## config.mk

```make
export PLATFORM = sky130hd
export DESIGN_NAME = thruster_mixer_heading_hold_top_flat
export DESIGN_NICKNAME = d
export VERILOG_FILES = /design/src/sv/tmhh_pkg.sv /design/src/sv/tmhh_in_if.sv /design/src/sv/tmhh_out_if.sv /design/src/sv/thruster_mixer_heading_hold_top.sv /design/src/sv/tmhh_cfg.sv /design/src/sv/tmhh_ctrl.sv /design/src/sv/tmhh_dp.sv /design/src/flat_wrapper.sv
export VERILOG_INCLUDE_DIRS = /design/src /design/src/sv
export SDC_FILE = /design/constraint.sdc
export NUM_CORES = 1
export LEC_CHECK = 0
export BUFFER_PORTS_ARGS = -buffer_cell sky130_fd_sc_hd__clkbuf_2
export CORE_AREA = 5 5 249 227
export DETAILED_ROUTE_END_ITERATION = 12
export DIE_AREA = 0 0 254 232
export PLACE_DENSITY = 0.82
export SLEW_MARGIN = 10
export SYNTH_ARGS = -nofsm -noshare
export SYNTH_HDL_FRONTEND = slang
export SYNTH_SLANG_ARGS = --single-unit
```

## constraint.sdc

```tcl
create_clock -name clk_i -period 13.05 [get_ports clk_i]
set_clock_uncertainty 0.05 [all_clocks]
set_input_delay 1.9575 -clock clk_i [delete_from_list [all_inputs] [get_ports clk_i]]
set_output_delay 1.9575 -clock clk_i [all_outputs]
set_load 0.03 [all_outputs]
```

## src/sv/assert_macros.svh

```systemverilog
// Assertion macros shared by the thruster mixer RTL.
`ifndef ASSERT_MACROS_SVH
`define ASSERT_MACROS_SVH

// Plain property check on the rising clock edge, off while reset is low.
`define TMHH_ASSERT(lbl, clk, rst_n, prop, msg) \
  lbl: assert property (@(posedge clk) disable iff (!rst_n) prop) else $error(msg);

// Same-cycle implication check on the rising clock edge, off while reset is low.
`define TMHH_ASSERT_IMP(lbl, clk, rst_n, ante, cons, msg) \
  lbl: assert property (@(posedge clk) disable iff (!rst_n) (ante) |-> (cons)) \
    else $error(msg);

`endif

```

## src/sv/tmhh_pkg.sv

```systemverilog
// Shared types, widths and constants of the thruster mixer with heading hold.
`timescale 1ns / 1ps

package tmhh_pkg;

  localparam int unsigned ADC_BITS_DEF = 10;

  localparam int unsigned BYTE_W    = 8;
  localparam int unsigned OFF_W     = 9;
  localparam int unsigned DEB_W     = 16;
  localparam int unsigned PULSE_W   = 12;
  localparam int unsigned HEAD_W    = 13;
  localparam int unsigned TIME_W    = 32;
  localparam int unsigned YAW_W     = 9;
  localparam int unsigned CFG_W     = 16;
  localparam int unsigned CFG_IDX_W = 3;

  localparam int NEUTRAL_PULSE = 1500;
  localparam int HALF_TURN_Q4  = 2880;
  localparam int FULL_TURN_Q4  = 5760;
  // Q4 error times Q4 gain leaves eight fraction bits.
  localparam int unsigned GAIN_SHIFT = 8;

  localparam logic [BYTE_W-1:0]  DEADZONE_RST   = 8'd60;
  localparam logic [OFF_W-1:0]   AXIS_OFS_RST   = 9'd100;
  localparam logic [BYTE_W-1:0]  YAW_LIM_RST    = 8'd30;
  localparam logic [BYTE_W-1:0]  YAW_GAIN_RST   = 8'd24;
  localparam logic [DEB_W-1:0]   DEBOUNCE_RST   = 16'd50;
  localparam logic [PULSE_W-1:0] MIN_PULSE_RST  = 12'd1400;
  localparam logic [PULSE_W-1:0] MAX_PULSE_RST  = 12'd1600;

  typedef enum logic [CFG_IDX_W-1:0] {
    CFG_DEADZONE    = 3'd0,
    CFG_AXIS_OFFSET = 3'd1,
    CFG_YAW_LIMIT   = 3'd2,
    CFG_YAW_GAIN    = 3'd3,
    CFG_DEBOUNCE    = 3'd4,
    CFG_IMU_PRESENT = 3'd5,
    CFG_MIN_PULSE   = 3'd6,
    CFG_MAX_PULSE   = 3'd7
  } cfg_idx_e;

  typedef struct packed {
    logic [BYTE_W-1:0]  deadzone;
    logic [OFF_W-1:0]   max_axis_offset;
    logic [BYTE_W-1:0]  max_yaw_correction;
    logic [BYTE_W-1:0]  yaw_gain_q4;
    logic [DEB_W-1:0]   debounce_ms;
    logic               imu_present;
    logic [PULSE_W-1:0] min_pulse;
    logic [PULSE_W-1:0] max_pulse;
  } cfg_t;

  typedef enum logic [1:0] {
    AX_THROTTLE = 2'd0,
    AX_STEERING = 2'd1,
    AX_VERTICAL = 2'd2
  } axis_e;

  // Commands from the controller to the datapath.
  typedef struct packed {
    logic  load;
    logic  eval;
    logic  prep;
    logic  div_step;
    logic  store;
    logic  err;
    logic  ymul;
    logic  corr;
    logic  mix;
    axis_e axis;
  } dp_cmd_t;

endpackage

```

## src/sv/tmhh_in_if.sv

```systemverilog
// Input channel of the thruster mixer: one control tick per transfer.
`timescale 1ns / 1ps

interface tmhh_in_if #(
  parameter int unsigned ADC_BITS = tmhh_pkg::ADC_BITS_DEF
);
  logic                              valid;
  logic                              ready;
  logic [ADC_BITS-1:0]               throttle_raw;
  logic [ADC_BITS-1:0]               steering_raw;
  logic [ADC_BITS-1:0]               vertical_raw;
  logic                              toggle_level;
  logic                              stop_pressed;
  logic [tmhh_pkg::HEAD_W-1:0]       heading;
  logic [tmhh_pkg::TIME_W-1:0]       now_ms;

  modport source (
    output valid, throttle_raw, steering_raw, vertical_raw, toggle_level,
           stop_pressed, heading, now_ms,
    input  ready
  );

  modport sink (
    input  valid, throttle_raw, steering_raw, vertical_raw, toggle_level,
           stop_pressed, heading, now_ms,
    output ready
  );
endinterface

```

## src/sv/tmhh_out_if.sv

```systemverilog
// Output channel of the thruster mixer: pulse widths and heading hold status.
`timescale 1ns / 1ps

interface tmhh_out_if;
  logic                               valid;
  logic                               ready;
  logic [tmhh_pkg::PULSE_W-1:0]       left_pulse;
  logic [tmhh_pkg::PULSE_W-1:0]       right_pulse;
  logic [tmhh_pkg::PULSE_W-1:0]       vertical_pulse;
  logic                               hold_active;
  logic signed [tmhh_pkg::YAW_W-1:0]  yaw_correction;
  logic signed [tmhh_pkg::HEAD_W-1:0] heading_error;

  modport source (
    output valid, left_pulse, right_pulse, vertical_pulse, hold_active,
           yaw_correction, heading_error,
    input  ready
  );

  modport sink (
    input  valid, left_pulse, right_pulse, vertical_pulse, hold_active,
           yaw_correction, heading_error,
    output ready
  );
endinterface

```

## src/sv/thruster_mixer_heading_hold_top.sv

```systemverilog
// Top level of the thruster mixer with heading hold.
//
//   Port    Direction  Handshake                Carries
//   in_i    sink       valid/ready transfer     three ADC axes, buttons, heading, ms time
//   out_o   source     valid/ready transfer     three pulse widths, hold, yaw, heading error
//   cfg_*   in         write enable, no wait    register index and data, eight registers
//
// One tick occupies the block from the input transfer until the block is ready again; no
// new tick is taken before then. The tick walks debounce, a prep, divide and store step
// for each axis, then the yaw error, multiply and correction steps and the mix. The shared
// restoring divider yields one quotient bit per cycle and runs once for each of the three axes.
// Reset is asynchronous and active low: registers return to their defaults, button and
// hold state to released and off. No clearing pass follows.
// A stalled result waits in the output register; the next tick is taken meanwhile and
// holds in its mix step until the waiting result has been transferred.
`timescale 1ns / 1ps

module thruster_mixer_heading_hold_top #(
  parameter int unsigned ADC_BITS = tmhh_pkg::ADC_BITS_DEF
) (
  input  logic                           clk_i,
  input  logic                           rst_ni,
  tmhh_in_if.sink                        in_i,
  tmhh_out_if.source                     out_o,
  input  logic                           cfg_we_i,
  input  logic [tmhh_pkg::CFG_IDX_W-1:0] cfg_idx_i,
  input  logic [tmhh_pkg::CFG_W-1:0]     cfg_wdata_i
);

  tmhh_pkg::cfg_t    cfg;
  tmhh_pkg::dp_cmd_t cmd;

  // Register file: the user must write it only while no tick is in flight; the block does not enforce it.
  tmhh_cfg u_cfg (
    .clk_i       (clk_i),
    .rst_ni      (rst_ni),
    .cfg_we_i    (cfg_we_i),
    .cfg_idx_i   (cfg_idx_i),
    .cfg_wdata_i (cfg_wdata_i),
    .cfg_o       (cfg)
  );

  // Controller: walks debounce, three axis divisions, yaw loop, mix.
  tmhh_ctrl #(
    .ADC_BITS (ADC_BITS)
  ) u_ctrl (
    .clk_i       (clk_i),
    .rst_ni      (rst_ni),
    .in_valid_i  (in_i.valid),
    .in_ready_o  (in_i.ready),
    .out_valid_o (out_o.valid),
    .out_ready_i (out_o.ready),
    .cmd_o       (cmd)
  );

  // Datapath: holds the tick, the persistent hold state and the output register.
  tmhh_dp #(
    .ADC_BITS (ADC_BITS)
  ) u_dp (
    .clk_i            (clk_i),
    .rst_ni           (rst_ni),
    .cmd_i            (cmd),
    .cfg_i            (cfg),
    .throttle_raw_i   (in_i.throttle_raw),
    .steering_raw_i   (in_i.steering_raw),
    .vertical_raw_i   (in_i.vertical_raw),
    .toggle_level_i   (in_i.toggle_level),
    .stop_pressed_i   (in_i.stop_pressed),
    .heading_i        (in_i.heading),
    .now_ms_i         (in_i.now_ms),
    .left_pulse_o     (out_o.left_pulse),
    .right_pulse_o    (out_o.right_pulse),
    .vertical_pulse_o (out_o.vertical_pulse),
    .hold_active_o    (out_o.hold_active),
    .yaw_correction_o (out_o.yaw_correction),
    .heading_error_o  (out_o.heading_error)
  );

endmodule

```

## src/sv/tmhh_cfg.sv

```systemverilog
// Configuration register file of the thruster mixer.
`timescale 1ns / 1ps

module tmhh_cfg (
  input  logic                           clk_i,
  input  logic                           rst_ni,
  input  logic                           cfg_we_i,
  input  logic [tmhh_pkg::CFG_IDX_W-1:0] cfg_idx_i,
  input  logic [tmhh_pkg::CFG_W-1:0]     cfg_wdata_i,
  output tmhh_pkg::cfg_t                 cfg_o
);

  tmhh_pkg::cfg_t cfg_q, cfg_d;

  always_comb begin
    cfg_d = cfg_q;
    if (cfg_we_i) begin
      unique case (tmhh_pkg::cfg_idx_e'(cfg_idx_i))
        tmhh_pkg::CFG_DEADZONE:    cfg_d.deadzone           = cfg_wdata_i[7:0];
        tmhh_pkg::CFG_AXIS_OFFSET: cfg_d.max_axis_offset    = cfg_wdata_i[8:0];
        tmhh_pkg::CFG_YAW_LIMIT:   cfg_d.max_yaw_correction = cfg_wdata_i[7:0];
        tmhh_pkg::CFG_YAW_GAIN:    cfg_d.yaw_gain_q4        = cfg_wdata_i[7:0];
        tmhh_pkg::CFG_DEBOUNCE:    cfg_d.debounce_ms        = cfg_wdata_i[15:0];
        tmhh_pkg::CFG_IMU_PRESENT: cfg_d.imu_present        = cfg_wdata_i[0];
        tmhh_pkg::CFG_MIN_PULSE:   cfg_d.min_pulse          = cfg_wdata_i[11:0];
        tmhh_pkg::CFG_MAX_PULSE:   cfg_d.max_pulse          = cfg_wdata_i[11:0];
        default: ;
      endcase
    end
  end

  always_ff @(posedge clk_i or negedge rst_ni) begin
    if (!rst_ni) begin
      cfg_q.deadzone           <= tmhh_pkg::DEADZONE_RST;
      cfg_q.max_axis_offset    <= tmhh_pkg::AXIS_OFS_RST;
      cfg_q.max_yaw_correction <= tmhh_pkg::YAW_LIM_RST;
      cfg_q.yaw_gain_q4        <= tmhh_pkg::YAW_GAIN_RST;
      cfg_q.debounce_ms        <= tmhh_pkg::DEBOUNCE_RST;
      cfg_q.imu_present        <= 1'b0;
      cfg_q.min_pulse          <= tmhh_pkg::MIN_PULSE_RST;
      cfg_q.max_pulse          <= tmhh_pkg::MAX_PULSE_RST;
    end else begin
      cfg_q <= cfg_d;
    end
  end

  assign cfg_o = cfg_q;

endmodule

```

## src/sv/tmhh_ctrl.sv

```systemverilog
// Sequencing controller of the thruster mixer: one tick at a time.
`timescale 1ns / 1ps
`include "assert_macros.svh"

module tmhh_ctrl #(
  parameter int unsigned ADC_BITS = tmhh_pkg::ADC_BITS_DEF
) (
  input  logic              clk_i,
  input  logic              rst_ni,
  input  logic              in_valid_i,
  output logic              in_ready_o,
  output logic              out_valid_o,
  input  logic              out_ready_i,
  output tmhh_pkg::dp_cmd_t cmd_o
);

  // Divider runs one quotient bit per step over the full numerator width.
  localparam int unsigned NUM_W = ADC_BITS - 1 + tmhh_pkg::OFF_W;
  localparam int unsigned CNT_W = $clog2(NUM_W);

  typedef enum logic [8:0] {
    S_IDLE  = 9'b000000001,
    S_EVAL  = 9'b000000010,
    S_PREP  = 9'b000000100,
    S_DIV   = 9'b000001000,
    S_STORE = 9'b000010000,
    S_ERR   = 9'b000100000,
    S_YMUL  = 9'b001000000,
    S_CORR  = 9'b010000000,
    S_MIX   = 9'b100000000
  } state_e;

  state_e              state_q, state_d;
  tmhh_pkg::axis_e     axis_q, axis_d;
  logic [CNT_W-1:0]    div_cnt_q, div_cnt_d;
  logic                out_valid_q, out_valid_d;
  logic                out_free;

  assign out_free = !out_valid_q || out_ready_i;

  always_comb begin
    state_d     = state_q;
    axis_d      = axis_q;
    div_cnt_d   = div_cnt_q;
    out_valid_d = out_valid_q;
    cmd_o       = '0;
    cmd_o.axis  = axis_q;
    in_ready_o  = 1'b0;

    if (out_valid_q && out_ready_i) begin
      out_valid_d = 1'b0;
    end

    unique case (state_q)
      S_IDLE: begin
        in_ready_o = 1'b1;
        if (in_valid_i) begin
          cmd_o.load = 1'b1;
          state_d    = S_EVAL;
        end
      end
      S_EVAL: begin
        cmd_o.eval = 1'b1;
        axis_d     = tmhh_pkg::AX_THROTTLE;
        state_d    = S_PREP;
      end
      S_PREP: begin
        cmd_o.prep = 1'b1;
        div_cnt_d  = CNT_W'(NUM_W - 1);
        state_d    = S_DIV;
      end
      S_DIV: begin
        cmd_o.div_step = 1'b1;
        div_cnt_d      = div_cnt_q - 1'b1;
        if (div_cnt_q == '0) begin
          state_d = S_STORE;
        end
      end
      S_STORE: begin
        cmd_o.store = 1'b1;
        unique case (axis_q)
          tmhh_pkg::AX_THROTTLE: begin
            axis_d  = tmhh_pkg::AX_STEERING;
            state_d = S_PREP;
          end
          tmhh_pkg::AX_STEERING: begin
            axis_d  = tmhh_pkg::AX_VERTICAL;
            state_d = S_PREP;
          end
          default: begin
            axis_d  = tmhh_pkg::AX_THROTTLE;
            state_d = S_ERR;
          end
        endcase
      end
      S_ERR: begin
        cmd_o.err = 1'b1;
        state_d   = S_YMUL;
      end
      S_YMUL: begin
        cmd_o.ymul = 1'b1;
        state_d    = S_CORR;
      end
      S_CORR: begin
        cmd_o.corr = 1'b1;
        state_d    = S_MIX;
      end
      S_MIX: begin
        // Hold the finished tick until the output register frees up.
        if (out_free) begin
          cmd_o.mix   = 1'b1;
          out_valid_d = 1'b1;
          state_d     = S_IDLE;
        end
      end
      default: begin
        state_d = S_IDLE;
      end
    endcase
  end

  always_ff @(posedge clk_i or negedge rst_ni) begin
    if (!rst_ni) begin
      state_q     <= S_IDLE;
      axis_q      <= tmhh_pkg::AX_THROTTLE;
      div_cnt_q   <= '0;
      out_valid_q <= 1'b0;
    end else begin
      state_q     <= state_d;
      axis_q      <= axis_d;
      div_cnt_q   <= div_cnt_d;
      out_valid_q <= out_valid_d;
    end
  end

  assign out_valid_o = out_valid_q;

  `TMHH_ASSERT(a_busy_after_accept, clk_i, rst_ni, (in_valid_i && in_ready_o) |=> !in_ready_o, "input taken while a tick is in flight")
  `TMHH_ASSERT_IMP(a_result_from_mix, clk_i, rst_ni, $rose(out_valid_q), $past(state_q == S_MIX), "result raised outside the mix step")
  `TMHH_ASSERT_IMP(a_store_after_div, clk_i, rst_ni, state_q == S_STORE, $past(state_q == S_DIV) && $past(div_cnt_q == '0), "quotient stored before the divider finished")

endmodule

```

## src/sv/tmhh_dp.sv

```systemverilog
// Datapath of the thruster mixer: debounce, axis mapping, yaw loop and mixing.
`timescale 1ns / 1ps

module tmhh_dp #(
  parameter int unsigned ADC_BITS = tmhh_pkg::ADC_BITS_DEF
) (
  input  logic                                clk_i,
  input  logic                                rst_ni,
  input  tmhh_pkg::dp_cmd_t                   cmd_i,
  input  tmhh_pkg::cfg_t                      cfg_i,
  input  logic [ADC_BITS-1:0]                 throttle_raw_i,
  input  logic [ADC_BITS-1:0]                 steering_raw_i,
  input  logic [ADC_BITS-1:0]                 vertical_raw_i,
  input  logic                                toggle_level_i,
  input  logic                                stop_pressed_i,
  input  logic [tmhh_pkg::HEAD_W-1:0]         heading_i,
  input  logic [tmhh_pkg::TIME_W-1:0]         now_ms_i,
  output logic [tmhh_pkg::PULSE_W-1:0]        left_pulse_o,
  output logic [tmhh_pkg::PULSE_W-1:0]        right_pulse_o,
  output logic [tmhh_pkg::PULSE_W-1:0]        vertical_pulse_o,
  output logic                                hold_active_o,
  output logic signed [tmhh_pkg::YAW_W-1:0]   yaw_correction_o,
  output logic signed [tmhh_pkg::HEAD_W-1:0]  heading_error_o
);

  localparam int unsigned OFF_W   = tmhh_pkg::OFF_W;
  localparam int unsigned BYTE_W  = tmhh_pkg::BYTE_W;
  localparam int unsigned HEAD_W  = tmhh_pkg::HEAD_W;
  localparam int unsigned TIME_W  = tmhh_pkg::TIME_W;
  localparam int unsigned PULSE_W = tmhh_pkg::PULSE_W;
  localparam int unsigned YAW_W   = tmhh_pkg::YAW_W;
  localparam int unsigned CENTER  = 1 << (ADC_BITS - 1);
  localparam int unsigned CW      = ADC_BITS + 2;
  localparam int unsigned DEN_W   = ADC_BITS - 1;
  localparam int unsigned NUM_W   = DEN_W + OFF_W;
  localparam int unsigned OFS_W   = OFF_W + 1;
  localparam int unsigned PROD_W  = HEAD_W + BYTE_W + 1;
  localparam int unsigned MAG_W   = PROD_W - tmhh_pkg::GAIN_SHIFT;
  localparam int unsigned SUM_W   = PULSE_W + 2;
  localparam int unsigned ERR_W   = HEAD_W + 1;

  localparam logic signed [CW-1:0]    CENTER_S  = CW'(CENTER);
  localparam logic signed [ERR_W-1:0] HALF_S    = ERR_W'(tmhh_pkg::HALF_TURN_Q4);
  localparam logic signed [ERR_W-1:0] FULL_S    = ERR_W'(tmhh_pkg::FULL_TURN_Q4);
  localparam logic signed [SUM_W-1:0] NEUTRAL_S = SUM_W'(tmhh_pkg::NEUTRAL_PULSE);

  // Low bound is tested first: when the bounds cross, values below it give the low bound, all others the high bound.
  function automatic logic [PULSE_W-1:0] clamp_pulse(
    input logic signed [SUM_W-1:0] v,
    input logic [PULSE_W-1:0]      lo,
    input logic [PULSE_W-1:0]      hi
  );
    logic signed [SUM_W-1:0] lo_s;
    logic signed [SUM_W-1:0] hi_s;
    logic [PULSE_W-1:0]      r;
    lo_s = signed'(SUM_W'(lo));
    hi_s = signed'(SUM_W'(hi));
    if (v < lo_s) begin
      r = lo;
    end else if (v > hi_s) begin
      r = hi;
    end else begin
      r = v[PULSE_W-1:0];
    end
    return r;
  endfunction

  // Latched tick
  logic [ADC_BITS-1:0]      thr_raw_q, str_raw_q, ver_raw_q;
  logic                     tog_q, stop_q;
  logic [HEAD_W-1:0]        heading_q;
  logic [TIME_W-1:0]        now_q;

  // Persistent button and hold state
  logic                     last_q, stable_q, hold_q;
  logic [TIME_W-1:0]        change_q;
  logic [HEAD_W-1:0]        target_q;

  // Debounce and hold update
  logic                     chg, fire, press, hold_n;
  logic [TIME_W-1:0]        ct, elapsed;
  logic [HEAD_W-1:0]        target_n;

  // Axis mapping
  logic [ADC_BITS-1:0]      raw_sel;
  logic signed [CW-1:0]     c_s, dz_s, mag_s, span_s;
  logic                     in_band, pos, no_span;
  logic [NUM_W-1:0]         num_d;
  logic                     neg_q, zero_q;
  logic [DEN_W-1:0]         den_q, rem_q, rem_d;
  logic [NUM_W-1:0]         quo_q;
  logic [DEN_W:0]           trial;
  logic                     ge;
  logic [OFF_W-1:0]         quot;
  logic signed [OFS_W-1:0]  ofs_val;
  logic signed [OFS_W-1:0]  thr_ofs_q, str_ofs_q, ver_ofs_q;

  // Yaw loop
  logic signed [ERR_W-1:0]  e_raw, e_wrap;
  logic signed [HEAD_W-1:0] err_q, err_d;
  logic signed [PROD_W-1:0] p_q, p_d;
  logic [PROD_W-1:0]        p_abs;
  logic [MAG_W-1:0]         p_mag;
  logic [BYTE_W-1:0]        sat;
  logic signed [YAW_W-1:0]  corr_q, corr_d;

  // Mixing
  logic signed [SUM_W-1:0]  sum_l, sum_r, sum_v;

  always_ff @(posedge clk_i) begin
    if (cmd_i.load) begin
      thr_raw_q <= throttle_raw_i;
      str_raw_q <= steering_raw_i;
      ver_raw_q <= vertical_raw_i;
      tog_q     <= toggle_level_i;
      stop_q    <= stop_pressed_i;
      heading_q <= heading_i;
      now_q     <= now_ms_i;
    end
  end

  always_comb begin
    chg      = tog_q != last_q;
    ct       = chg ? now_q : change_q;
    elapsed  = now_q - ct;
    fire     = (elapsed > TIME_W'(cfg_i.debounce_ms)) && (tog_q != stable_q);
    press    = fire && !tog_q;
    hold_n   = hold_q;
    target_n = target_q;
    if (press) begin
      if (!cfg_i.imu_present) begin
        hold_n = 1'b0;
      end else begin
        hold_n = !hold_q;
        if (!hold_q) begin
          target_n = heading_q;
        end
      end
    end
    // Drop the target whenever hold is off; stop ends hold.
    if (!hold_n || stop_q) begin
      target_n = '0;
    end
    if (stop_q) begin
      hold_n = 1'b0;
    end
  end

  always_ff @(posedge clk_i or negedge rst_ni) begin
    if (!rst_ni) begin
      last_q   <= 1'b1;
      stable_q <= 1'b1;
      change_q <= '0;
      hold_q   <= 1'b0;
      target_q <= '0;
    end else if (cmd_i.eval) begin
      last_q   <= tog_q;
      stable_q <= fire ? tog_q : stable_q;
      change_q <= ct;
      hold_q   <= hold_n;
      target_q <= target_n;
    end
  end

  always_comb begin
    case (cmd_i.axis)
      tmhh_pkg::AX_STEERING: raw_sel = str_raw_q;
      tmhh_pkg::AX_VERTICAL: raw_sel = ver_raw_q;
      default:               raw_sel = thr_raw_q;
    endcase
    c_s     = signed'(CW'(raw_sel)) - CENTER_S;
    dz_s    = signed'(CW'(cfg_i.deadzone));
    in_band = (c_s >= -dz_s) && (c_s <= dz_s);
    pos     = !c_s[CW-1] && (c_s != '0);
    mag_s   = pos ? (c_s - dz_s - CW'(1)) : (-c_s - dz_s - CW'(1));
    span_s  = pos ? (CENTER_S - dz_s - CW'(2)) : (CENTER_S - dz_s - CW'(1));
    no_span = span_s[CW-1] || (span_s == '0);
    num_d   = NUM_W'(mag_s[DEN_W-1:0]) * NUM_W'(cfg_i.max_axis_offset);
  end

  // Restoring divider, one quotient bit per step.
  always_comb begin
    trial = {rem_q, quo_q[NUM_W-1]};
    ge    = trial >= {1'b0, den_q};
    rem_d = ge ? DEN_W'(trial - {1'b0, den_q}) : trial[DEN_W-1:0];
  end

  always_ff @(posedge clk_i) begin
    if (cmd_i.prep) begin
      quo_q  <= num_d;
      rem_q  <= '0;
      den_q  <= span_s[DEN_W-1:0];
      neg_q  <= !pos;
      zero_q <= in_band || no_span;
    end else if (cmd_i.div_step) begin
      quo_q <= {quo_q[NUM_W-2:0], ge};
      rem_q <= rem_d;
    end
  end

  // Quotient never exceeds the full deflection offset.
  always_comb begin
    quot = quo_q[OFF_W-1:0];
    if (zero_q) begin
      ofs_val = '0;
    end else if (neg_q) begin
      ofs_val = -signed'({1'b0, quot});
    end else begin
      ofs_val = signed'({1'b0, quot});
    end
  end

  always_ff @(posedge clk_i) begin
    if (cmd_i.store) begin
      case (cmd_i.axis)
        tmhh_pkg::AX_STEERING: str_ofs_q <= ofs_val;
        tmhh_pkg::AX_VERTICAL: ver_ofs_q <= ofs_val;
        default:               thr_ofs_q <= ofs_val;
      endcase
    end
  end

  always_comb begin
    e_raw = signed'({1'b0, target_q}) - signed'({1'b0, heading_q});
    if (e_raw > HALF_S) begin
      e_wrap = e_raw - FULL_S;
    end else if (e_raw < -HALF_S) begin
      e_wrap = e_raw + FULL_S;
    end else begin
      e_wrap = e_raw;
    end
    err_d = (hold_q && cfg_i.imu_present) ? e_wrap[HEAD_W-1:0] : '0;
    p_d   = signed'(PROD_W'(err_q)) * signed'(PROD_W'({1'b0, cfg_i.yaw_gain_q4}));
    // Truncate toward zero through the magnitude, then saturate.
    p_abs = p_q[PROD_W-1] ? -p_q : p_q;
    p_mag = p_abs[PROD_W-1:tmhh_pkg::GAIN_SHIFT];
    sat   = (p_mag > MAG_W'(cfg_i.max_yaw_correction)) ? cfg_i.max_yaw_correction
                                                        : p_mag[BYTE_W-1:0];
    corr_d = p_q[PROD_W-1] ? -signed'(YAW_W'(sat)) : signed'(YAW_W'(sat));
  end

  always_ff @(posedge clk_i) begin
    if (cmd_i.err) begin
      err_q <= err_d;
    end
    if (cmd_i.ymul) begin
      p_q <= p_d;
    end
    if (cmd_i.corr) begin
      corr_q <= corr_d;
    end
  end

  always_comb begin
    if (stop_q) begin
      sum_l = NEUTRAL_S;
      sum_r = NEUTRAL_S;
      sum_v = NEUTRAL_S;
    end else begin
      sum_l = NEUTRAL_S + SUM_W'(thr_ofs_q) + SUM_W'(str_ofs_q) + SUM_W'(corr_q);
      sum_r = NEUTRAL_S + SUM_W'(thr_ofs_q) - SUM_W'(str_ofs_q) - SUM_W'(corr_q);
      sum_v = NEUTRAL_S + SUM_W'(ver_ofs_q);
    end
  end

  always_ff @(posedge clk_i) begin
    if (cmd_i.mix) begin
      left_pulse_o     <= clamp_pulse(sum_l, cfg_i.min_pulse, cfg_i.max_pulse);
      right_pulse_o    <= clamp_pulse(sum_r, cfg_i.min_pulse, cfg_i.max_pulse);
      vertical_pulse_o <= clamp_pulse(sum_v, cfg_i.min_pulse, cfg_i.max_pulse);
      hold_active_o    <= hold_q;
      yaw_correction_o <= corr_q;
      heading_error_o  <= err_q;
    end
  end

endmodule

```

## src/flat_wrapper.sv

```systemverilog
// flat-port wrapper written by rule: the top's interface ports become plain ports
module thruster_mixer_heading_hold_top_flat 
#(
  parameter int unsigned ADC_BITS = tmhh_pkg::ADC_BITS_DEF
)
  (clk_i, rst_ni, cfg_we_i, cfg_idx_i, cfg_wdata_i, in_i_valid, in_i_throttle_raw, in_i_steering_raw, in_i_vertical_raw, in_i_toggle_level, in_i_stop_pressed, in_i_heading, in_i_now_ms, in_i_ready, out_o_valid, out_o_left_pulse, out_o_right_pulse, out_o_vertical_pulse, out_o_hold_active, out_o_yaw_correction, out_o_heading_error, out_o_ready);
  tmhh_in_if #(.ADC_BITS(ADC_BITS)) in_i_i ();
  tmhh_out_if out_o_i ();
  input  logic clk_i;
  input  logic rst_ni;
  input  logic cfg_we_i;
  input  logic [tmhh_pkg::CFG_IDX_W-1:0] cfg_idx_i;
  input  logic [tmhh_pkg::CFG_W-1:0] cfg_wdata_i;
  input wire logic [$bits(in_i_i.valid)-1:0] in_i_valid;
  input wire logic [$bits(in_i_i.throttle_raw)-1:0] in_i_throttle_raw;
  input wire logic [$bits(in_i_i.steering_raw)-1:0] in_i_steering_raw;
  input wire logic [$bits(in_i_i.vertical_raw)-1:0] in_i_vertical_raw;
  input wire logic [$bits(in_i_i.toggle_level)-1:0] in_i_toggle_level;
  input wire logic [$bits(in_i_i.stop_pressed)-1:0] in_i_stop_pressed;
  input wire logic [$bits(in_i_i.heading)-1:0] in_i_heading;
  input wire logic [$bits(in_i_i.now_ms)-1:0] in_i_now_ms;
  output wire logic [$bits(in_i_i.ready)-1:0] in_i_ready;
  output wire logic [$bits(out_o_i.valid)-1:0] out_o_valid;
  output wire logic [$bits(out_o_i.left_pulse)-1:0] out_o_left_pulse;
  output wire logic [$bits(out_o_i.right_pulse)-1:0] out_o_right_pulse;
  output wire logic [$bits(out_o_i.vertical_pulse)-1:0] out_o_vertical_pulse;
  output wire logic [$bits(out_o_i.hold_active)-1:0] out_o_hold_active;
  output wire logic [$bits(out_o_i.yaw_correction)-1:0] out_o_yaw_correction;
  output wire logic [$bits(out_o_i.heading_error)-1:0] out_o_heading_error;
  input wire logic [$bits(out_o_i.ready)-1:0] out_o_ready;
  assign in_i_i.valid = in_i_valid;
  assign in_i_i.throttle_raw = in_i_throttle_raw;
  assign in_i_i.steering_raw = in_i_steering_raw;
  assign in_i_i.vertical_raw = in_i_vertical_raw;
  assign in_i_i.toggle_level = in_i_toggle_level;
  assign in_i_i.stop_pressed = in_i_stop_pressed;
  assign in_i_i.heading = in_i_heading;
  assign in_i_i.now_ms = in_i_now_ms;
  assign in_i_ready = in_i_i.ready;
  assign out_o_valid = out_o_i.valid;
  assign out_o_left_pulse = out_o_i.left_pulse;
  assign out_o_right_pulse = out_o_i.right_pulse;
  assign out_o_vertical_pulse = out_o_i.vertical_pulse;
  assign out_o_hold_active = out_o_i.hold_active;
  assign out_o_yaw_correction = out_o_i.yaw_correction;
  assign out_o_heading_error = out_o_i.heading_error;
  assign out_o_i.ready = out_o_ready;
  thruster_mixer_heading_hold_top #(.ADC_BITS(ADC_BITS)) u_core (.clk_i(clk_i), .rst_ni(rst_ni), .in_i(in_i_i), .out_o(out_o_i), .cfg_we_i(cfg_we_i), .cfg_idx_i(cfg_idx_i), .cfg_wdata_i(cfg_wdata_i));
endmodule
```

==> out/qor.yml, run 1 <==
cpMostUsedCell: "inv_1"
pin_count: 162
dpl.cell_count: 3868
cts.sinks: 387
cts_setup_buffers: 0
leakage_nw: 15.4
n_fill_cell: 4230
grt_max_degree: 80
routed_wirelength_um: 71200
finalCritPeriodShare: 0.644
drtIter0Drc: 1667
cts_hold_buffers: 0
chipWidth_um: 254
grt_overflow_total: 0
numPortBuffers: 161
status: "finished, final reports clean"
crit_family: "adder cells"
fp-row-count: 81
drc: 0
final_common_cell: "inv_1"
synth_area_per_cell_um2: 9.98
synth_cells: 3077
cts_made_buffers: 44
pwr_density_cell_mw_per_mm2: 270
synthFlopType: "edfxtp_1"
start_util: 0.572
drv_cap: 0
setup_viol: 0
peakVddDrop_v: 0.000392
crit_buf_inv: 6
synth_edf_count: 239
stdcell_count: 3951
core_area_mm2: 0.0537
drive_gt1_frac: 0.112
slew_headroom: 0.182
clk_path_buf_depth: 3
ys_seq_area_frac: 0.354
area_growth_pct: 10.0
critPathSlowestCell: "o21ai_0"
vias: 22637
syn_nets: 3642
holdCritPathClass: "reg2reg"
tightestPinTransition_ps: 1220
timing.setup.tns_ps: 0
grt_antenna_before_repair: 1
crit_path_max_incr_delay_ps: 640
fin_ws_ps: 4650
syn_area_mm2: 0.0307
wl_per_cell_um: 18.0
ys_ff_latch: 387
cp.required_ps: 13300
avgViaCountPerCell: 5.73
clk_pin_slew_ps: 60
postRouteAntennaNets: 0
layout_common_cells: "inv_1, ha_1, nand2_1"
die_h_um: 232
yosys_warnings: 0
finalHoldViolations: 0
critical_path_class: "reg2reg"
final_util: 0.629
dieArea_mm2: 0.0589
place_area_mm2: 0.0322
worstSetupEndpointType: "register"
place_ws_ps: 4780
fin_crit_ps: 8400
cts_tree: "yes"
start_kind: "register"
nets: 3774
cts.root.buffer_cell: "clkbuf_16"
max_freq_mhz: 119
synth_cell_types: 88
cts_resized: 0
cts_max_level: 2
grt_pass1_vias: 22683
clk_latency_ps: 600
async_reset_ff_frac: 0.359
grtUsageTotal: 0.243
path_max_fanout: 21
drv_slew: 0
gp_congestion: 0.944
grt_pass1_wl_um: 117000
place_hpwl_um: 55000
drt_pass1_iterations: 6
fin_area_mm2: 0.0338
rsz0062_at_grt: "no"
critPathArrivalTime_ps: 8650
[worst paths after layout]
| path | from | slack (ps) | endpoint | cells after the start |
|---|---|---|---|---|
| setup / recovery | u_core.u_ctrl.axis_q[1] | 4650 | u_core.u_dp.quo_q[17] | 31 |
| min in group asynchronous | rst_ni | 1360 | u_core.u_dp.change_q[15] | 1 |
| max in group asynchronous | rst_ni | 10170 | u_core.u_cfg.cfg_o[19] | 2 |
| hold reg to reg | u_core.u_dp.last_q | 430 | u_core.u_dp.last_q | 2 |
| hold / removal | u_core.u_dp.last_q | 430 | u_core.u_dp.last_q | 2 |
| setup reg to reg | u_core.u_ctrl.axis_q[1] | 4650 | u_core.u_dp.quo_q[17] | 31 |
[per-layer routing]
metal  GRT usage  share of wire  up-vias
met5           0              0        -
met4      0.0693          0.029        0
met3      0.0328          0.055      118
met2       0.416           0.48      634
met1       0.327           0.43    10968
li1            -              -    10917
[area by class of cell]
| cell class | instances | area (um2) | area share |
|---|---|---|---|
| clock buffer | 56 | 1250 | 0.0370 |
| timing repair buffer | 177 | 932 | 0.0276 |
| tap | 705 | 882 | 0.0261 |
| antenna | 1 | 2.50 | 0.0000741 |
| inverter | 376 | 1410 | 0.0418 |
| multi-input combinational | 2223 | 18100 | 0.535 |
| sequential | 387 | 10900 | 0.322 |
| clock inverter | 26 | 350 | 0.0104 |
[logic make-up after synthesis]
| kind of cell | synth area share |
|---|---|
| adders and majority gates | 0.229 |
| muxes | 0.0559 |
| AOI/OAI and AO/OA | 0.123 |
| xor gates and xnor gates | 0.0388 |
| DFF | 0.354 |
| and+or+nand+nor | 0.140 |
| buffers and inverters | 0.0591 |
[sequential cells by signal (all words and copies together), names as in the netlist, 13 cells and up]
name and count:
u_core.u_cfg.cfg_o 74, u_core.u_dp.change_q 32, u_core.u_dp.err_q 13, u_core.u_dp.heading_error_o 13, u_core.u_dp.heading_q 13, u_core.u_dp.now_q 32, u_core.u_dp.p_q 22, u_core.u_dp.quo_q 18
u_core.u_dp.target_q 13
[cells in the mapped netlist, types with 6 or more instances]
master,n,share of area
a31oi_1,13,0.0026
nand2b_1,44,0.0090
buf_2,8,0.0013
and2_1,128,0.026
o21bai_1,13,0.0032
a21o_1,56,0.014
xor2_1,43,0.012
a21boi_0,10,0.0024
o21ai_0,216,0.035
dfstp_2,28,0.024
nor3_1,43,0.0070
a2111oi_0,6,0.0017
o21a_1,22,0.0054
o41ai_1,8,0.0023
fa_1,162,0.11
ha_1,302,0.12
a211o_1,8,0.0023
and3_1,8,0.0016
o211ai_1,13,0.0032
clkbuf_1,71,0.0087
mux2i_1,114,0.037
nor3b_1,11,0.0027
a22oi_1,14,0.0034
a211oi_1,16,0.0039
xnor2_1,93,0.027
nand4_1,29,0.0059
or2_2,6,0.0012
a21oi_1,124,0.020
o22ai_1,8,0.0016
dfxtp_1,9,0.0059
dfrtp_1,111,0.090
nor4_1,16,0.0033
nor2_1,135,0.017
nand3b_1,10,0.0024
or3_1,17,0.0035
nand2_1,301,0.037
nand3_1,37,0.0060
mux2_2,51,0.019
nor2b_1,33,0.0067
o21ai_1,6,0.00098
edfxtp_1,239,0.23
nor4b_1,8,0.0023
nand4b_1,6,0.0017
o31ai_1,20,0.0049
inv_1,375,0.046
[worst min-delay path: stages (launching register included)]
cell,delay [ps]
dfstp_2,380
nand2_1,50
nand2_1,40
[stage by stage]
| stage | power [W] | hold WS [ps] |
|---|---|---|
| 2_1_floorplan | 0.00649 | 396 |
| 4_1_cts | 0.00915 | 427 |
| 6_report | 0.00913 | 428 |
| 3_3_place_gp | 0.00753 | 405 |
| 5_1_grt | 0.0102 | 440 |
| 3_5_place_dp | 0.00773 | 411 |
[power breakdown]
group	internal [W]	switching (W)	total, W
clock	0.000806	0.000533	0.00134
sequential	0.00162	0.000156	0.00178
combinational	0.00258	0.00343	0.00601
total	0.00501	0.00412	0.00913
Note: power is estimated with default switching activity, not from simulation.
==> inputs of run 2 (changes only) <==
==> constraint.sdc (replaced) <==
create_clock -name clk_i -period 8.65 [get_ports clk_i]
set_clock_uncertainty 0.05 [all_clocks]
set_input_delay 1.2975 -clock clk_i [delete_from_list [all_inputs] [get_ports clk_i]]
set_output_delay 1.2975 -clock clk_i [all_outputs]
set_load 0.03 [all_outputs]
==> out/qor.yml, run 2 (synthesis results as in run 1) <==
peakVddDrop_v: 0.000636
largest_reg_flops: 74
cts.root.buffer_cell: "clkbuf_16"
cts_made_buffers: 43
final_common_cell: "inv_1"
clk_latency_ps: 590
place_hpwl_um: 55800
drive_gt1_frac: 0.115
grt_antenna_before_repair: 1
worstReg2RegStart: "u_core.u_ctrl.axis_q[1]"
core_area_mm2: 0.0537
drt_pass1_iterations: 5
leakage_nw: 15.4
cts_tree: "yes"
grt_max_degree: 81
final_util: 0.628
chipWidth_um: 254
layout_common_cells: "inv_1, ha_1, nand2_1"
pin_count: 162
fin_total_pwr_w: 0.0137
critPathSlowestCell: "xnor2_1"
status: "finished, final reports clean"
crit_start: "u_core.u_ctrl.axis_q[1]"
clk_pin_slew_ps: 70
holdCritPathClass: "reg2reg"
min_from: "u_core.u_dp.last_q"
holdPathEnd: "u_core.u_dp.last_q"
slew_headroom: 0.207
critical_path_class: "reg2reg"
drc: 0
setup_viol: 0
cts_max_level: 2
rrSetupSlack_ps: 640
dieArea_mm2: 0.0589
start_kind: "register"
fin_crit_ps: 8010
cpMostUsedCell: "inv_1"
gp_congestion: 0.947
finalHoldViolations: 0
avgViaCountPerCell: 5.75
drv_slew: 0
critPathArrivalTime_ps: 8290
cp.required_ps: 8930
clk_path_buf_depth: 3
routed_wirelength_um: 72100
drtIter0Drc: 1544
nets: 3780
grt_pass1_wl_um: 117000
rr_worst_depth: 28
wl_per_cell_um: 18.2
path_max_fanout: 21
postRouteAntennaNets: 0
start_util: 0.572
cts_hold_buffers: 0
max_freq_mhz: 125
finalCritPeriodShare: 0.926
grtUsageTotal: 0.246
grt_pass1_vias: 22816
tightestPinTransition_ps: 1180
worstSetupEndpointType: "register"
reg2reg_to: "u_core.u_dp.quo_q[17]"
die_h_um: 232
pwr_density_cell_mw_per_mm2: 406
numPortBuffers: 161
vias: 22737
timing.setup.tns_ps: 0
area_growth_pct: 9.88
hold_path_depth: 2
fp-row-count: 81
rsz0062_at_grt: "no"
grt_overflow_total: 0
cts.sinks: 387
drv_cap: 0
crit_path_max_incr_delay_ps: 590
-- run 2: changes by cell type in the layout (fill, tap and decap cells not counted), sizes merged --
cell / before / now
buf: 17 / 24
clkbuf: 216 / 211
clkinvlp: 4 / 9
bufinv: 6 / 3
inv: 378 / 381
clkinv: 14 / 12
-- run 2: worst max path at each step --
stage / endpoint / slack (ps) / cells after the start
3_5_place_dp: u_core.u_dp.quo_q[17] / 750 / 28
2_1_floorplan: u_core.u_dp.quo_q[17] / 1430 / 32
3_3_place_gp: u_core.u_dp.quo_q[17] / 910 / 32
4_1_cts: u_core.u_dp.quo_q[17] / 690 / 28
6_report: u_core.u_dp.quo_q[17] / 640 / 28
5_1_grt: u_core.u_dp.quo_q[17] / 50 / 32
-- run 2: per-stage QoR --
step	setup WS [ps]	instance area [um2]	hold WS (ps)	std cells
after floorplan	1430	30700	396	3077
after global placement	911	32200	407	3875
after detailed placement	746	32200	415	3875
after CTS	691	33700	431	3955
after global routing	51.4	33700	441	3956
final	637	33700	428	3956
-- run 2: critical path, delay by kind of cell (launching register included) --
kind                       cells  cell delay, ps
buffers and inverters          5             390
muxes                          1             160
DFF                            1             370
AOI/OAI and AO/OA             11            2750
xor gates and xnor gates       2             740
adders and majority gates      7            3060
and+or+nand+nor                2             250
-- run 2: final cells by class --
| class | count | area (um2) |
|---|---|---|
| Clock buffer | 51 | 1180 |
| Sequential cell | 387 | 10900 |
| Clock inverter | 29 | 319 |
| Fill cell | 4200 | 20000 |
| Tap cell | 705 | 882 |
| Inverter | 376 | 1410 |
| Timing Repair Buffer | 184 | 985 |
| Antenna cell | 1 | 2.50 |
| Multi-Input combinational cell | 2223 | 18100 |
-- run 2: power breakdown --
part,internal (W),switching [W]
clock,0.00109,0.000811
combinational,0.00392,0.00520
sequential,0.00245,0.000237
-- run 2: repair_timing --
action	in CTS	in global routing
setup endpoints to repair	0	1
gates resized for setup	0	1
buffers inserted	0	0
-- run 2: per-layer routing --
metal | track usage | vias up | routed length, um | part of all wire
met5 | 0 | - | 0 | 0
met4 | 0.0777 | 0 | 2190 | 0.030
met3 | 0.0389 | 136 | 4010 | 0.056
met2 | 0.414 | 635 | 34600 | 0.48
met1 | 0.328 | 11030 | 31300 | 0.43
li1 | - | 10936 | - | -
